<file path="config.mk">
export PLATFORM = sky130hd
export DESIGN_NAME = affm_lane
export DESIGN_NICKNAME = d
export VERILOG_FILES = /design/src/rtl/core/affm_pkg.sv /design/src/rtl/core/affm_lane.sv
export SDC_FILE = /design/constraint.sdc
export NUM_CORES = 2
export LEC_CHECK = 0
export ABC_AREA = 1
export ABC_CLOCK_PERIOD_IN_PS = 9050
export BUFFER_PORTS_ARGS = -buffer_cell sky130_fd_sc_hd__buf_2
export CORE_MARGIN = 4
export CORE_UTILIZATION = 55
export DETAILED_ROUTE_END_ITERATION = 8
export PLACE_DENSITY = 0.75
export SYNTH_ARGS = -nofsm -noshare
export SYNTH_HDL_FRONTEND = slang
export SYNTH_SLANG_ARGS = --single-unit
</file>
<file path="constraint.sdc">
create_clock -name i_clk -period 9.05 [get_ports i_clk]
set_input_delay 1.81 -clock i_clk [delete_from_list [all_inputs] [get_ports i_clk]]
set_output_delay 1.81 -clock i_clk [all_outputs]
set_load 0.03 [all_outputs]
</file>
<file path="src/rtl/core/affm_pkg.sv">
package affm_pkg;

    localparam int FRAC_BITS    = 16;
    localparam int CORDIC_STEPS = 16;

    localparam int DATA_W = 32;
    localparam int B_W    = 34;
    localparam int P_W    = DATA_W + B_W;
    localparam int ACC_W  = P_W - FRAC_BITS + 3;
    localparam int CS_W   = FRAC_BITS + 3;
    localparam int STEP_W = 5;

    localparam logic [31:0] PI_Q30   = 32'hC90FDAA2;
    localparam logic [33:0] GAIN_Q30 = 34'h026DD3B6A;

    localparam int TURN_UNITS      = 23040;
    localparam int HALF_TURN_UNITS = 11520;
    localparam int QUARTER_UNITS   = 5760;

    typedef enum logic [3:0] {
        K_IDENT     = 4'd0,
        K_SCALE_ALL = 4'd1,
        K_SCALE_ROW = 4'd2,
        K_TRANS     = 4'd3,
        K_ROTX      = 4'd4,
        K_ROTY      = 4'd5,
        K_ROTZ      = 4'd6,
        K_XFORM     = 4'd7,
        K_LOAD      = 4'd8,
        K_MULT      = 4'd9
    } t_kind;

    typedef struct packed {
        logic                      mul;
        logic                      clr;
        logic                      sub;
        logic signed [DATA_W-1:0]  a;
        logic signed [B_W-1:0]     b;
        logic signed [DATA_W-1:0]  init;
    } t_lane_req;

    function automatic logic signed [32:0] atan_q30(input logic [STEP_W-1:0] i);
        logic [31:0] v;
        case (i)
            5'd0:  v = 32'h3243F6A8;
            5'd1:  v = 32'h1DAC6705;
            5'd2:  v = 32'h0FADBAFC;
            5'd3:  v = 32'h07F56EA6;
            5'd4:  v = 32'h03FEAB76;
            5'd5:  v = 32'h01FFD55B;
            5'd6:  v = 32'h00FFFAAA;
            5'd7:  v = 32'h007FFF55;
            5'd8:  v = 32'h003FFFEA;
            5'd9:  v = 32'h001FFFFD;
            5'd10: v = 32'h000FFFFF;
            5'd11: v = 32'h0007FFFF;
            5'd12: v = 32'h0003FFFF;
            5'd13: v = 32'h0001FFFF;
            5'd14: v = 32'h0000FFFF;
            5'd15: v = 32'h00007FFF;
            5'd16: v = 32'h00003FFF;
            5'd17: v = 32'h00001FFF;
            5'd18: v = 32'h00000FFF;
            5'd19: v = 32'h000007FF;
            5'd20: v = 32'h000003FF;
            5'd21: v = 32'h000001FF;
            5'd22: v = 32'h000000FF;
            5'd23: v = 32'h0000007F;
            5'd24: v = 32'h0000003F;
            5'd25: v = 32'h0000001F;
            5'd26: v = 32'h0000000F;
            5'd27: v = 32'h00000007;
            5'd28: v = 32'h00000003;
            5'd29: v = 32'h00000001;
            default: v = 32'h00000000;
        endcase
        return {1'b0, v};
    endfunction

    function automatic logic signed [DATA_W-1:0] sat32(input logic signed [ACC_W-1:0] v);
        logic signed [ACC_W-1:0] hi;
        logic signed [ACC_W-1:0] lo;
        hi = ACC_W'(64'sd2147483647);
        lo = -ACC_W'(64'sd2147483648);
        if (v > hi) begin
            return 32'sh7FFFFFFF;
        end else if (v < lo) begin
            return 32'sh80000000;
        end
        return v[DATA_W-1:0];
    endfunction

endpackage

</file>
<file path="src/rtl/core/affm_lane.sv">
module affm_lane import affm_pkg::*; (
    input  logic                      i_clk,
    input  logic                      i_rst_n,
    input  t_lane_req                 i_req,
    output logic signed [ACC_W-1:0]   o_acc
);

    localparam logic signed [P_W-1:0] HALF = P_W'(1) <<< (FRAC_BITS - 1);

    logic signed [P_W-1:0]    r_p;
    logic                     r_mul;
    logic                     r_clr;
    logic                     r_sub;
    logic signed [DATA_W-1:0] r_init;
    logic signed [ACC_W-1:0]  r_acc;
    logic signed [P_W-1:0]    w_sum;
    logic signed [ACC_W-1:0]  w_rnd;
    logic signed [ACC_W-1:0]  w_base;

    assign w_sum  = (r_p + HALF) >>> FRAC_BITS;
    assign w_rnd  = w_sum[ACC_W-1:0];
    assign w_base = r_clr ? ACC_W'(r_init) : r_acc;

    always_ff @(posedge i_clk) begin
        if (!i_rst_n) begin
            r_mul <= 1'b0;
        end else begin
            r_mul <= i_req.mul;
        end
        r_p    <= P_W'(i_req.a) * P_W'(i_req.b);
        r_clr  <= i_req.clr;
        r_sub  <= i_req.sub;
        r_init <= i_req.init;
        if (r_mul) begin
            r_acc <= r_sub ? (w_base - w_rnd) : (w_base + w_rnd);
        end
    end

    assign o_acc = r_acc;

endmodule

</file>
; ---- Yosys cells after proc, flatten, opt, wreduce, memory -nomap -nowiden
; Index checks and enable logic that the tools add are counted.
; W data, S select, Z words.
[word_totals]
regBits = 154
word_cells = 12
[op_classes]
mul = 1
n_mux = 2
addsub = 3
[op_table]
columns = operator, count
row1 = $mux W53, 2
row2 = $add A66 B17 Y66 const B, 1
row3 = $mul A32 B34 Y66, 1
row4 = $add A53 B50 Y53, 1
row5 = $sub A53 B50 Y53, 1

; ---- Depth between registers and ports, before layout
[logic_depth]
depth_word = 3
ltp_mapped = 34

; ---- Least setup slack after synthesis
; OpenSTA, ideal clock, no wires.
[synth_path]
path_kind = input-to-reg
from = in i_req[73] (netlist name)
to = reg r_p[61]
path_stages = 28
setup_ns = 0.122
path_slack_ns = 0.284
arrival_time_ns = 8.644
cell_sequence = clkbuf_1 > clkbuf_1 > nand2_1 > inv_1 > fa_1 > inv_1 > fa_1 > inv_1 > fa_1 > fa_1 > inv_1 > fa_1 > inv_1 > fa_1 > inv_1 > fa_1 > inv_1 > fa_1 > ha_1 > a21oi_1 > inv_1 > a31oi_1 > inv_1 > a21oi_1 > o21ai_0 > a211oi_1 > nand2_1 > xor2_1
[synth_via]
elab_chain_len = 1
[synth_lines]
columns = element, line
row1 = "start, declared", affm_lane.sv:4  ; input t_lane_req i_req,
row2 = $mul A32 B34 Y66, affm_lane.sv:30  ; r_p <= P_W'(i_req.a) * P_W'(i_req.b);
row3 = "end signal, assigned", affm_lane.sv:30
row4 = "end, declared", affm_lane.sv:10  ; logic signed [P_W-1:0] r_p;
; Every way passes these cells.
; A chain may end at the register's enable or synchronous reset.

; ---- Final worst setup path
[layout_path]
from = in i_req[51] (netlist name)
to = reg r_p[62]
; Same word-level chain as after synthesis.

==> results.py <==
metrics = {
    "run_status": {
        "status": "complete, no violations",
    },
    "final_layout": {
        "antennaDiodeCount": 0,
        "final_area_sq_um": 53400,
        "drive_gt1_share_pct": 7.40,
        "nets": 7997,
        "layout-area-overhead-vs-synth_pct": 8.48,
    },
    "floorplanning": {
        "die_area_sq_um": 94400,
        "start_util_pct": 55.6,
        "ioPinCount": 156,
        "core_sq_um": 88600,
        "die_x_um": 307,
        "die_h_um": 307,
        "fp-row-count": 109,
    },
    "worst_setup_path": {
        "reg2reg_slack_ps": 3060,
        "cp.arrival_ps": 9230,
        "critPathLaunch": "i_req[51]",
        "endpoint_kind": "flop",
        "r2r_start": "r_p[15]",
        "cp-start-kind": "input port",
        "crit_required_ps": 9410,
        "worstPathMaxFanout": 16,
        "crit_type": "in2reg",
    },
    "worst_hold_path": {
        "min-delay-start": "o_acc[1]",
        "hp-class": "reg2reg",
    },
    "yosys": {
        "synth_area_per_cell_sq_um": 7.78,
        "yosysUniqueCellTypes": 48,
        "synth_ff_type": "dfxtp_1",
        "yosysTopAreaCell": "fa_1",
        "ys_ff_latch": 139,
        "async_reset_ff_share_pct": 0,
        "ys_seq_area_share_pct": 6.73,
        "yosys_warnings": 0,
        "synthTopCellsByArea": "fa_1 46%, inv_1 13%, nand2_1 13%",
        "netlist_instances": 6336,
        "synth_edf_count": 53,
        "syn_area_sq_um": 49300,
        "syn_nets": 7819,
        "synth_top_area_share_pct": 46.4,
    },
    "cts": {
        "cts_root_buf": "clkbuf_16",
        "clk_path_buf_depth": 2,
        "path_clk_slew_ps": 70,
        "cts_tree": "built",
        "cts.sinks": 139,
        "hold_buffers": 0,
        "clk_latency_ps": 440,
        "htree_levels": 4,
        "cts_inserted_buffers": 17,
    },
    "sta": {
        "drv_slew": 0,
        "hold_violations": 0,
        "tightest_slew_ps": 868,
        "setup_viol": 0,
        "setup_tns_ps": 0,
        "min_period_ps": 8870,
        "min_period_over_period_pct": 98.0,
        "hold_slack_ps": 843,
        "skew_ps": 13.7,
        "rsz0062_at_grt": "false",
        "slew_headroom_pct": 42.0,
        "fin_ws_ps": 183,
        "fmax_ghz": 0.113,
    },
    "route": {
        "wl_per_cell_um": 18.9,
        "vias": 40800,
        "antenna_left": 0,
        "firstDrtPassIters": 6,
        "drcViolationCount": 0,
        "drt_iter0_drc": 3468,
        "wl_mm": 145,
        "routed_via_density": 5.30,
    },
    "placed_design": {
        "postPlaceCellArea_sq_um": 52800,
        "routabilityCongestion": 0.998,
        "port_buffers": 155,
        "dp_hpwl_mm": 126,
        "place_ws_ps": -298,
    },
    "global_routing": {
        "antenna_found_initial": 3,
        "grt_pass1_vias": 43500,
        "grt_max_degree": 54,
        "grtUsageTotal_pct": 31.7,
        "grt_pass1_wl_mm": 235,
        "globalRoute.totalOverflow": 0,
    },
    "job": {
        "cap_viol_max_count": 0,
    },
}
==> synth_stat cells (38+ instances only) <==
master and number:
inv_1 1765, nand2_1 1721, fa_1 1142, nor2_1 325, ha_1 238, clkbuf_1 234
a21oi_1 181, xor2_1 106, o21ai_0 92, dfxtp_1 86, nand3_1 84, xnor2_1 64
edfxtp_1 53, nand4_1 38
==> final timing paths <==
kind,endpoint,cells past startpoint
min reg2reg,o_acc[1],3
max,r_p[62],22
min,o_acc[1],3
max reg2reg,o_acc[47],27
==> layer usage <==
layer	share of wire (%)	GRT usage [%]	up-vias
li1	-	-	18400
met1	40	42.5	20100
met2	48	53.3	1838
met3	7.9	4.21	383
met4	4.3	11.7	2
met5	0.0090	0	-
==> cells by family after synthesis <==
| kind of cell | share of synthesized area, % |
|---|---|
| xor gates and xnor gates | 3.02 |
| buffers and inverters | 15.4 |
| adders and majority gates | 52.5 |
| muxes | 0.0203 |
| and+or+nand+nor | 18.0 |
| DFF | 6.73 |
| AOI/OAI and AO/OA | 4.39 |
==> critical path, stage by stage <==
cell and delay [ps]:
buf_2 380, buf_4 280, buf_4 220, nand2_1 100, fa_1 560, inv_1 50
fa_1 470, fa_1 590, fa_1 450, fa_1 520, fa_1 440, fa_1 570
fa_1 450, ha_1 460, nand2_1 140, buf_4 150, nor2_1 320, nand2_1 150
o21ai_0 700, a21oi_1 140, nand2_1 120, xor2_1 130
==> stage by stage <==
stage,cells,util [%]
finish,7692,60.3
CTS,7692,60.3
floorplan,6336,-
detailed placement,7660,59.6
global placement,7660,59.6
global route,7692,60.3
==> area by class of cell <==
class | instances | area (sq um)
multi-input cells | 4181 | 38400
flip-flops and latches | 139 | 3310
inverters | 1769 | 6640
well taps | 1165 | 1460
fillers | 7939 | 35200
repair buffers | 406 | 3040
clock buffers | 17 | 425
clock inverters | 15 | 179
==> sequential cells by signal, indices dropped and copies added, names as in the netlist <==
| name | cells |
|---|---|
| r_init | 32 |
| r_sub | 1 |
| r_clr | 1 |
| r_mul | 1 |
| r_p | 51 |
| o_acc | 53 |
==> placed cells by master, fill, tap and decap left out, types with 7 or more instances in the layout <==
cell / synthesis / final
dfxtp_1: 86 / 85
o21a_1: 17 / 17
a21o_1: 13 / 13
ha_1: 238 / 238
clkbuf_16: 0 / 17
fa_1: 1142 / 1142
o21ai_0: 92 / 92
nand4_1: 38 / 38
a31oi_1: 23 / 23
o21bai_1: 8 / 7
nor2_1: 325 / 325
nor2_2: 13 / 13
nand2_1: 1721 / 1721
edfxtp_1: 53 / 53
a21oi_1: 181 / 181
buf_12: 0 / 30
nor3_1: 18 / 18
buf_2: 1 / 154
xnor2_1: 64 / 64
xor2_1: 106 / 106
o211ai_1: 10 / 10
nor2_4: 7 / 7
nand3_1: 84 / 84
buf_4: 1 / 221
nor4_1: 12 / 11
o31ai_1: 7 / 7
nand2_2: 10 / 10
inv_1: 1765 / 1765
==> what timing repair did <==
item                       4_1_cts  5_1_grt
resized for setup                0        3
setup endpoints to repair        0        3
buffers inserted                 0        0
Power is left out: the tool's default activity adds up to more than one toggle a clock period on the data nets, which glitch-free logic cannot reach.
