### config.mk
export PLATFORM = sky130hd
export DESIGN_NAME = affm_cordic
export DESIGN_NICKNAME = d
export VERILOG_FILES = /design/src/rtl/core/affm_pkg.sv /design/src/rtl/core/affm_cordic.sv
export SDC_FILE = /design/constraint.sdc
export NUM_CORES = 2
export LEC_CHECK = 0
export BUFFER_PORTS_ARGS = -buffer_cell sky130_fd_sc_hd__clkbuf_2
export CAP_MARGIN = 20
export CORE_UTILIZATION = 44
export DETAILED_ROUTE_END_ITERATION = 8
export SYNTH_ARGS = -nofsm -noshare
export SYNTH_HDL_FRONTEND = slang
export SYNTH_SLANG_ARGS = --single-unit
### constraint.sdc
create_clock -name i_clk -period 11.3 [get_ports i_clk]
set_input_delay 0.565 -clock i_clk [delete_from_list [all_inputs] [get_ports i_clk]]
set_output_delay 0.565 -clock i_clk [all_outputs]
set_load 0.05 [all_outputs]
### src/rtl/core/affm_pkg.sv
package affm_pkg;

    localparam int FRAC_BITS    = 16;
    localparam int CORDIC_STEPS = 16;

    localparam int DATA_W = 32;
    localparam int B_W    = 34;
    localparam int P_W    = DATA_W + B_W;
    localparam int ACC_W  = P_W - FRAC_BITS + 3;
    localparam int CS_W   = FRAC_BITS + 3;
    localparam int STEP_W = 5;

    localparam logic [31:0] PI_Q30   = 32'hC90FDAA2;
    localparam logic [33:0] GAIN_Q30 = 34'h026DD3B6A;

    localparam int TURN_UNITS      = 23040;
    localparam int HALF_TURN_UNITS = 11520;
    localparam int QUARTER_UNITS   = 5760;

    typedef enum logic [3:0] {
        K_IDENT     = 4'd0,
        K_SCALE_ALL = 4'd1,
        K_SCALE_ROW = 4'd2,
        K_TRANS     = 4'd3,
        K_ROTX      = 4'd4,
        K_ROTY      = 4'd5,
        K_ROTZ      = 4'd6,
        K_XFORM     = 4'd7,
        K_LOAD      = 4'd8,
        K_MULT      = 4'd9
    } t_kind;

    typedef struct packed {
        logic                      mul;
        logic                      clr;
        logic                      sub;
        logic signed [DATA_W-1:0]  a;
        logic signed [B_W-1:0]     b;
        logic signed [DATA_W-1:0]  init;
    } t_lane_req;

    function automatic logic signed [32:0] atan_q30(input logic [STEP_W-1:0] i);
        logic [31:0] v;
        case (i)
            5'd0:  v = 32'h3243F6A8;
            5'd1:  v = 32'h1DAC6705;
            5'd2:  v = 32'h0FADBAFC;
            5'd3:  v = 32'h07F56EA6;
            5'd4:  v = 32'h03FEAB76;
            5'd5:  v = 32'h01FFD55B;
            5'd6:  v = 32'h00FFFAAA;
            5'd7:  v = 32'h007FFF55;
            5'd8:  v = 32'h003FFFEA;
            5'd9:  v = 32'h001FFFFD;
            5'd10: v = 32'h000FFFFF;
            5'd11: v = 32'h0007FFFF;
            5'd12: v = 32'h0003FFFF;
            5'd13: v = 32'h0001FFFF;
            5'd14: v = 32'h0000FFFF;
            5'd15: v = 32'h00007FFF;
            5'd16: v = 32'h00003FFF;
            5'd17: v = 32'h00001FFF;
            5'd18: v = 32'h00000FFF;
            5'd19: v = 32'h000007FF;
            5'd20: v = 32'h000003FF;
            5'd21: v = 32'h000001FF;
            5'd22: v = 32'h000000FF;
            5'd23: v = 32'h0000007F;
            5'd24: v = 32'h0000003F;
            5'd25: v = 32'h0000001F;
            5'd26: v = 32'h0000000F;
            5'd27: v = 32'h00000007;
            5'd28: v = 32'h00000003;
            5'd29: v = 32'h00000001;
            default: v = 32'h00000000;
        endcase
        return {1'b0, v};
    endfunction

    function automatic logic signed [DATA_W-1:0] sat32(input logic signed [ACC_W-1:0] v);
        logic signed [ACC_W-1:0] hi;
        logic signed [ACC_W-1:0] lo;
        hi = ACC_W'(64'sd2147483647);
        lo = -ACC_W'(64'sd2147483648);
        if (v > hi) begin
            return 32'sh7FFFFFFF;
        end else if (v < lo) begin
            return 32'sh80000000;
        end
        return v[DATA_W-1:0];
    endfunction

endpackage

### src/rtl/core/affm_cordic.sv
module affm_cordic import affm_pkg::*; (
    input  logic                     i_clk,
    input  logic                     i_rst_n,
    input  logic                     i_start,
    input  logic signed [15:0]       i_angle,
    output logic                     o_done,
    output logic signed [CS_W-1:0]   o_cos,
    output logic signed [CS_W-1:0]   o_sin
);

    localparam int RS  = 30 - FRAC_BITS;
    localparam logic signed [B_W-1:0] RHALF = (RS == 0) ? B_W'(0) : (B_W'(1) <<< (RS - 1));

    // angle to radians: mag * PI / HALF_TURN split into quotient and remainder parts,
    // remainder part divided by HALF_TURN as a shift followed by a reciprocal multiply
    localparam int     DIV_SH = 8;
    localparam int     RCP_SH = 25;
    localparam longint PI_QUO = longint'(PI_Q30) / HALF_TURN_UNITS;
    localparam longint PI_REM = longint'(PI_Q30) % HALF_TURN_UNITS;
    localparam longint DIV_LO = HALF_TURN_UNITS >> DIV_SH;
    localparam longint RCP    = ((64'sd1 <<< RCP_SH) + DIV_LO - 1) / DIV_LO;

    typedef enum logic [2:0] {C_IDLE, C_MUL, C_DIV, C_ROT, C_OUT} t_cstate;

    t_cstate                r_state;
    logic [12:0]            r_mag;
    logic                   r_neg;
    logic                   r_zneg;
    logic [30:0]            r_zhi;
    logic [18:0]            r_lo;
    logic [STEP_W-1:0]      r_cnt;
    logic signed [B_W-1:0]  r_x;
    logic signed [B_W-1:0]  r_y;
    logic signed [32:0]     r_z;
    logic                   r_done;
    logic signed [CS_W-1:0] r_cos;
    logic signed [CS_W-1:0] r_sin;

    logic signed [17:0]     w_a0, w_a1, w_a2, w_a3, w_f;
    logic [30:0]            w_hi;
    logic [26:0]            w_lox;
    logic [39:0]            w_rp;
    logic [30:0]            w_q;
    logic signed [B_W-1:0]  w_xs, w_ys;
    logic signed [B_W-1:0]  w_xr, w_yr;

    always_comb begin
        w_a0 = 18'(i_angle);
        w_a1 = (w_a0 < 0) ? w_a0 + 18'(TURN_UNITS) : w_a0;
        w_a2 = (w_a1 < 0) ? w_a1 + 18'(TURN_UNITS) : w_a1;
        w_a3 = (w_a2 >= 18'(TURN_UNITS)) ? w_a2 - 18'(TURN_UNITS) : w_a2;
        if (w_a3 > 18'(QUARTER_UNITS) && w_a3 <= 18'(3 * QUARTER_UNITS)) begin
            w_f = w_a3 - 18'(HALF_TURN_UNITS);
        end else if (w_a3 > 18'(3 * QUARTER_UNITS)) begin
            w_f = w_a3 - 18'(TURN_UNITS);
        end else begin
            w_f = w_a3;
        end
    end

    assign w_hi   = 31'(r_mag) * 31'(PI_QUO);
    assign w_lox  = 27'(r_mag) * 27'(PI_REM) + 27'(HALF_TURN_UNITS / 2);
    assign w_rp   = 40'(r_lo) * 40'(RCP);
    assign w_q    = r_zhi + 31'(w_rp[39:RCP_SH]);
    assign w_xs   = r_x >>> r_cnt;
    assign w_ys   = r_y >>> r_cnt;
    assign w_xr   = (r_x + RHALF) >>> RS;
    assign w_yr   = (r_y + RHALF) >>> RS;

    always_ff @(posedge i_clk) begin
        if (!i_rst_n) begin
            r_state <= C_IDLE;
            r_done  <= 1'b0;
        end else begin
            r_done <= 1'b0;
            unique case (r_state)
                C_IDLE: begin
                    if (i_start) begin
                        r_mag  <= 13'((w_f < 0) ? -w_f : w_f);
                        r_zneg <= w_f < 0;
                        r_neg  <= (w_a3 > 18'(QUARTER_UNITS)) &&
                                  (w_a3 <= 18'(3 * QUARTER_UNITS));
                        r_state <= C_MUL;
                    end
                end
                C_MUL: begin
                    r_zhi   <= w_hi;
                    r_lo    <= w_lox[26:DIV_SH];
                    r_state <= C_DIV;
                end
                C_DIV: begin
                    r_z     <= r_zneg ? -$signed({2'b00, w_q}) : $signed({2'b00, w_q});
                    r_x     <= GAIN_Q30;
                    r_y     <= '0;
                    r_cnt   <= '0;
                    r_state <= C_ROT;
                end
                C_ROT: begin
                    if (r_z >= 0) begin
                        r_x <= r_x - w_ys;
                        r_y <= r_y + w_xs;
                        r_z <= r_z - atan_q30(r_cnt);
                    end else begin
                        r_x <= r_x + w_ys;
                        r_y <= r_y - w_xs;
                        r_z <= r_z + atan_q30(r_cnt);
                    end
                    r_cnt <= r_cnt + 1'b1;
                    if (r_cnt == STEP_W'(CORDIC_STEPS - 1)) begin
                        r_state <= C_OUT;
                    end
                end
                C_OUT: begin
                    r_cos   <= r_neg ? -w_xr[CS_W-1:0] : w_xr[CS_W-1:0];
                    r_sin   <= r_neg ? -w_yr[CS_W-1:0] : w_yr[CS_W-1:0];
                    r_done  <= 1'b1;
                    r_state <= C_IDLE;
                end
                default: r_state <= C_IDLE;
            endcase
        end
    end

    assign o_done = r_done;
    assign o_cos  = r_cos;
    assign o_sin  = r_sin;

endmodule

=== Word level (Yosys, flattened, before mapping) ===
Memories as Yosys holds them, arrays and structs flattened. A register that Yosys moved wholly into a read port is not among the register bits.
Index checks and enable logic that the tools add are counted.
Widths: inputs -> output; s select.

* Register bits: 213
* Bits in read-only memories: 1,920
* Output and inout port bits: 39
* Word-level logic and storage cells: 91
* Memories kept: 2

{| class="wikitable"
|+ Memory list
! name !! depth !! width !! read ports !! clocked after memory_dff !! write ports !! line !! text
|-
| (name not given) || 32 || 30 || 1 || 1 || 0 || affm_pkg.sv:44 || <nowiki>case (i)</nowiki>
|-
| (name not given) || 32 || 30 || 1 || 1 || 0 || affm_pkg.sv:44 ||
|}

* Add/sub/neg operators: 20
* $mul: 3
* $lt $le $gt $ge: 8
* Eq/ne operators: 7
* Shift-type cells: 2
* Multiplexer cells: 28
* Reductions and logical operators: 8

{| class="wikitable"
|+ Operators with widths
! kind !! number
|-
| $mux 32 || 6
|-
| $pmux 34 s2 || 2
|-
| $mux 18 || 5
|-
| $add 34x34->34 || 2
|-
| $mux 34 || 2
|-
| $sshr 34x5->34 || 2
|-
| $sub 34x34->34 || 2
|-
| $add 33x15->33 const B || 2
|-
| $mux 33 || 2
|-
| $pmux 33 s2 || 1
|-
| $mul 19x20->39 const B || 1
|-
| $mux 19 || 2
|-
| $neg 19->19 || 2
|-
| $lt 18x1->1 const B || 2
|-
| $sub 18x16->18 const B || 2
|-
| $add 33x33->33 || 1
|-
| $ge 33x1->1 const B || 1
|-
| $neg 31->33 || 1
|-
| $sub 33x33->33 || 1
|-
| $add 31x14->31 || 1
|-
| $mul 13x19->31 const B || 1
|-
| $add 26x13->27 const B || 1
|-
| $mul 13x12->25 const B || 1
|-
| $add 18x16->18 const B || 1
|-
| other kinds (25) || 32
|}

=== Longest topological paths before layout ===
* Word-level depth: 11
* Mapped depth: 41
* Depth with buffers taken out: 39

=== Least setup slack after synthesis ===
Ideal clock, no wire load.

* Path kind: register to register
* Start: register r_lo[16]
* End: register r_z[29], data pin
* Data arrival time: 9.182 ns
* Required time: 11.030 ns
* Slack: 1.848 ns
* Stages on the path, launching flop included: 37
* Clock period less this slack: 9.452 ns
* Cell sequence: edfxtp_1 > fa_1 > inv_1 > fa_1 > inv_1 > fa_1 > inv_1 > fa_1 > inv_1 > fa_1 > inv_1 > fa_1 > inv_1 > ha_1 > a21o_1 > a211oi_1 > o21ai_0 > a21oi_1 > o21bai_1 > and2_1 > o21a_1 > nor2_1 > ha_1 > a21o_1 > a21oi_1 > o21bai_1 > a2111oi_1 > o31ai_1 > o21a_1 > or3_1 > a2111oi_0 > and3_1 > nand3_1 > or2_2 > o31a_1 > xnor2_1 > a21oi_1

* Word-level cells in the longest chain between the ends: 5

{| class="wikitable"
|+ Ends and longest elaborated chain
! item !! line !! text
|-
| start, declared || affm_cordic.sv:30 || <nowiki>logic [18:0] r_lo;</nowiki>
|-
| start signal, assigned || affm_cordic.sv:88 || <nowiki>r_lo <= w_lox[26:DIV_SH];</nowiki>
|-
| $mul 19x20->39 * || affm_cordic.sv:63 || <nowiki>assign w_rp = 40'(r_lo) * 40'(RCP);</nowiki>
|-
| $add 31x14->31 * || affm_cordic.sv:64 || <nowiki>assign w_q = r_zhi + 31'(w_rp[39:RCP_SH]);</nowiki>
|-
| $neg 31->33 || affm_cordic.sv:92 || <nowiki>r_z <= r_zneg ? -$signed({2'b00, w_q}) : $signed({2'b00, w_q});</nowiki>
|-
| $mux 33 * || affm_cordic.sv:92 ||
|-
| $pmux 33 s2 * || affm_cordic.sv:76 || <nowiki>unique case (r_state)</nowiki>
|-
| end signal, assigned || affm_cordic.sv:92 ||
|-
| end signal, assigned || affm_cordic.sv:102 || <nowiki>r_z <= r_z - atan_q30(r_cnt);</nowiki>
|-
| end signal, assigned || affm_cordic.sv:106 || <nowiki>r_z <= r_z + atan_q30(r_cnt);</nowiki>
|-
| end, declared || affm_cordic.sv:34 || <nowiki>logic signed [32:0] r_z;</nowiki>
|}

Every way passes the cells marked *; elsewhere a longest branch is shown, timed or not.
A chain may end at the register's enable or synchronous reset.

=== Worst setup path after layout ===
Ends and elaborated chain as after synthesis.

==> impl_metrics.json <==
{
  "crit_arrival_ps": 10520,
  "cts_hold_buf": 0,
  "ys_ff_latch": 243,
  "synthMuxAreaShare_pct": 7.33,
  "synth_cell_types": 93,
  "met2_length_um": 39900,
  "synth_edf_count": 209,
  "drcViolationCount": 0,
  "max_stage_delay_ps": 570,
  "ys.warnings.count": 0,
  "maxCapViolCount": 0,
  "fin_crit_ps": 10190,
  "layout_common_cells": "476 x inv_1, 454 x ha_1, 319 x nand2_1",
  "synthCells": 3831,
  "place_inst": 4834,
  "netlist_area_mm2": 0.0355,
  "antenna_left": 0,
  "cp_max_fo": 11,
  "synth_ff_type": "edfxtp_1",
  "synthToLayoutAreaGrowth_pct": 6.60,
  "io_buffers": 57,
  "fin_cells": 4892,
  "fin_setup_tns_ps": 0,
  "grt_pass1_wl_um": 139000,
  "tritoncts": "built",
  "status": "complete, no violations",
  "synth_compound_area_share_pct": 13.6,
  "antenna_found_initial": 2,
  "fp.dieArea_mm2": 0.0818,
  "cts_root_buffer": "clkbuf_16",
  "r2r-start": "r_lo[16]",
  "vias": 26792,
  "synth_xor_area_share_pct": 9.70,
  "critical_path_class": "reg2reg",
  "yosys.area.top_type": "edfxtp_1",
  "synthTopCellsByArea": "edfxtp_1 18%, ha_1 16%, fa_1 14%, mux4_2 5.5%, xnor2_1 5.3%",
  "hp-start": "i_angle[0]",
  "routed_via_density": 5.48,
  "critPathLaunchType": "register",
  "synth-seq-area-share_pct": 19.6,
  "firstDrtPassIters": 5,
  "cts_repair_resize_count": 0,
  "hold_path.class": "in2reg",
  "synth_nets": 4551,
  "drt-total-wl_um": 84300,
  "wire_per_inst_um": 17.2,
  "cp.required_ps": 11640,
  "drive_gt1_share_pct": 7.52,
  "hold_viol": 0,
  "grt-ovfl-total": 0,
  "gr-usage-all-layers_pct": 20.9,
  "num_io_pins": 58,
  "yosysTopAreaCellShare_pct": 17.7,
  "post_cts_buffers": 0,
  "cts.clk_slew.worst_paths_ps": 60,
  "cts_buffer_depth": 3,
  "nNetsFinal": 4537,
  "clk_latency_ps": 630,
  "slew_viol_final": 0,
  "numCtsBuffers": 31,
  "synth_top_family_by_area": "adder cells",
  "top_layer": "met5",
  "cp-end-kind": "register",
  "wl_met3_um": 3560,
  "die_y_um": 286,
  "die_x_um": 286,
  "crit_start": "r_lo[16]",
  "period_share_pct": 90.2,
  "cts.sinks": 243,
  "dpl.hpwl_um": 67500,
  "rows": 103,
  "setup_viol": 0,
  "core-area_mm2": 0.0794,
  "gp_congestion": 0.910,
  "synthSimpleGateAreaFrac_pct": 13.2,
  "maxSlewHeadroom_pct": 28.7,
  "cp_slowest_cell": "fa_1",
  "n_antenna_cell": 0,
  "rsz0062_at_grt": "false",
  "max_freq_mhz": 98.1,
  "cts_max_level": 1,
  "grt_max_degree": 75,
  "drtIter0Drc": 1498,
  "wl_met1_um": 38900,
  "async_reset_ff_share_pct": 0,
  "synth_fa_ha_area_share_pct": 30.0,
  "layout_commonest_cell": "inv_1",
  "grt_pass1_vias": 26243,
  "initial_core_util_pct": 44.7,
  "postSynthAreaPerCell_um2": 9.26,
  "finClkSkew_ps": 22.3,
  "worst_pin_slew_ps": 1060
}
==> cell type report <==
cell class	instances	area (um^2)
clock inverters	24	308
well taps	1050	1310
repair buffers	79	450
flip-flops and latches	243	6960
fillers	7607	41600
clock buffers	34	787
multi-input cells	2983	26200
inverters	479	1800
==> path summary, 6_finish.rpt <==
check / endpoint / slack (ps) / cells after the start
setup / recovery: r_z[29] / 1110 / 35
hold / removal: r_mag[0] / 190 / 1
setup reg to reg: r_z[29] / 1110 / 35
hold reg to reg: r_state[1] / 540 / 1
==> Yosys cell counts, types with 17 or more instances <==
master	instances
inv_1	478
a211oi_1	24
nor2b_1	37
nor3_1	62
o31ai_1	39
buf_1	22
mux2_2	17
nand2_1	319
and2_1	22
and3_1	43
or3_1	29
nand3_1	76
edfxtp_1	209
clkbuf_1	86
a21oi_1	192
ha_1	454
xnor2_1	213
xor2_1	180
nand2b_1	48
o21bai_1	23
o21a_1	44
a21o_1	53
o211ai_1	18
o21ai_0	215
fa_1	247
dfxtp_1	34
a31oi_1	28
mux4_2	86
mux2i_1	29
nand4_1	20
nor2_1	248
==> cell families after synthesis <==
| kind of cell | Yosys count |
|---|---|
| and+or+nand+nor | 983 |
| AOI/OAI and AO/OA | 766 |
| adders and majority gates | 701 |
| buffers and inverters | 605 |
| xor gates and xnor gates | 393 |
| DFF | 243 |
| muxes | 140 |
==> per-stage QoR <==
stage	area [um^2]	setup WS, ps	hold slack, ps	utilization, %
4_1_cts	37800	825	150	47.6
5_1_grt	37800	72.8	172	47.6
2_1_floorplan	35500	1850	481	-
3_3_place_gp	36700	1020	510	46.2
6_report	37800	1110	188	47.6
3_5_place_dp	36700	842	531	46.2
==> worst max-delay path: cells and delay by family (launching register included) <==
kind | cells | cell delay (ps)
AND/OR/NAND/NOR | 4 | 1130
adder cells (fa/ha/maj) | 8 | 3680
flip-flops | 1 | 490
XOR/XNOR | 2 | 360
buffers and inverters | 6 | 290
AO/OA/AOI/OAI | 15 | 3950
==> layer usage <==
layer | track usage (%) | up-vias
met4 | 4.80 | 2
met2 | 35.5 | 523
li1 | - | 13347
met1 | 28.5 | 12816
met3 | 2.03 | 104
met5 | 0 | -
Power is not shown: default switching activity piles up to over one toggle a cycle in this logic, so the estimate is an artifact.
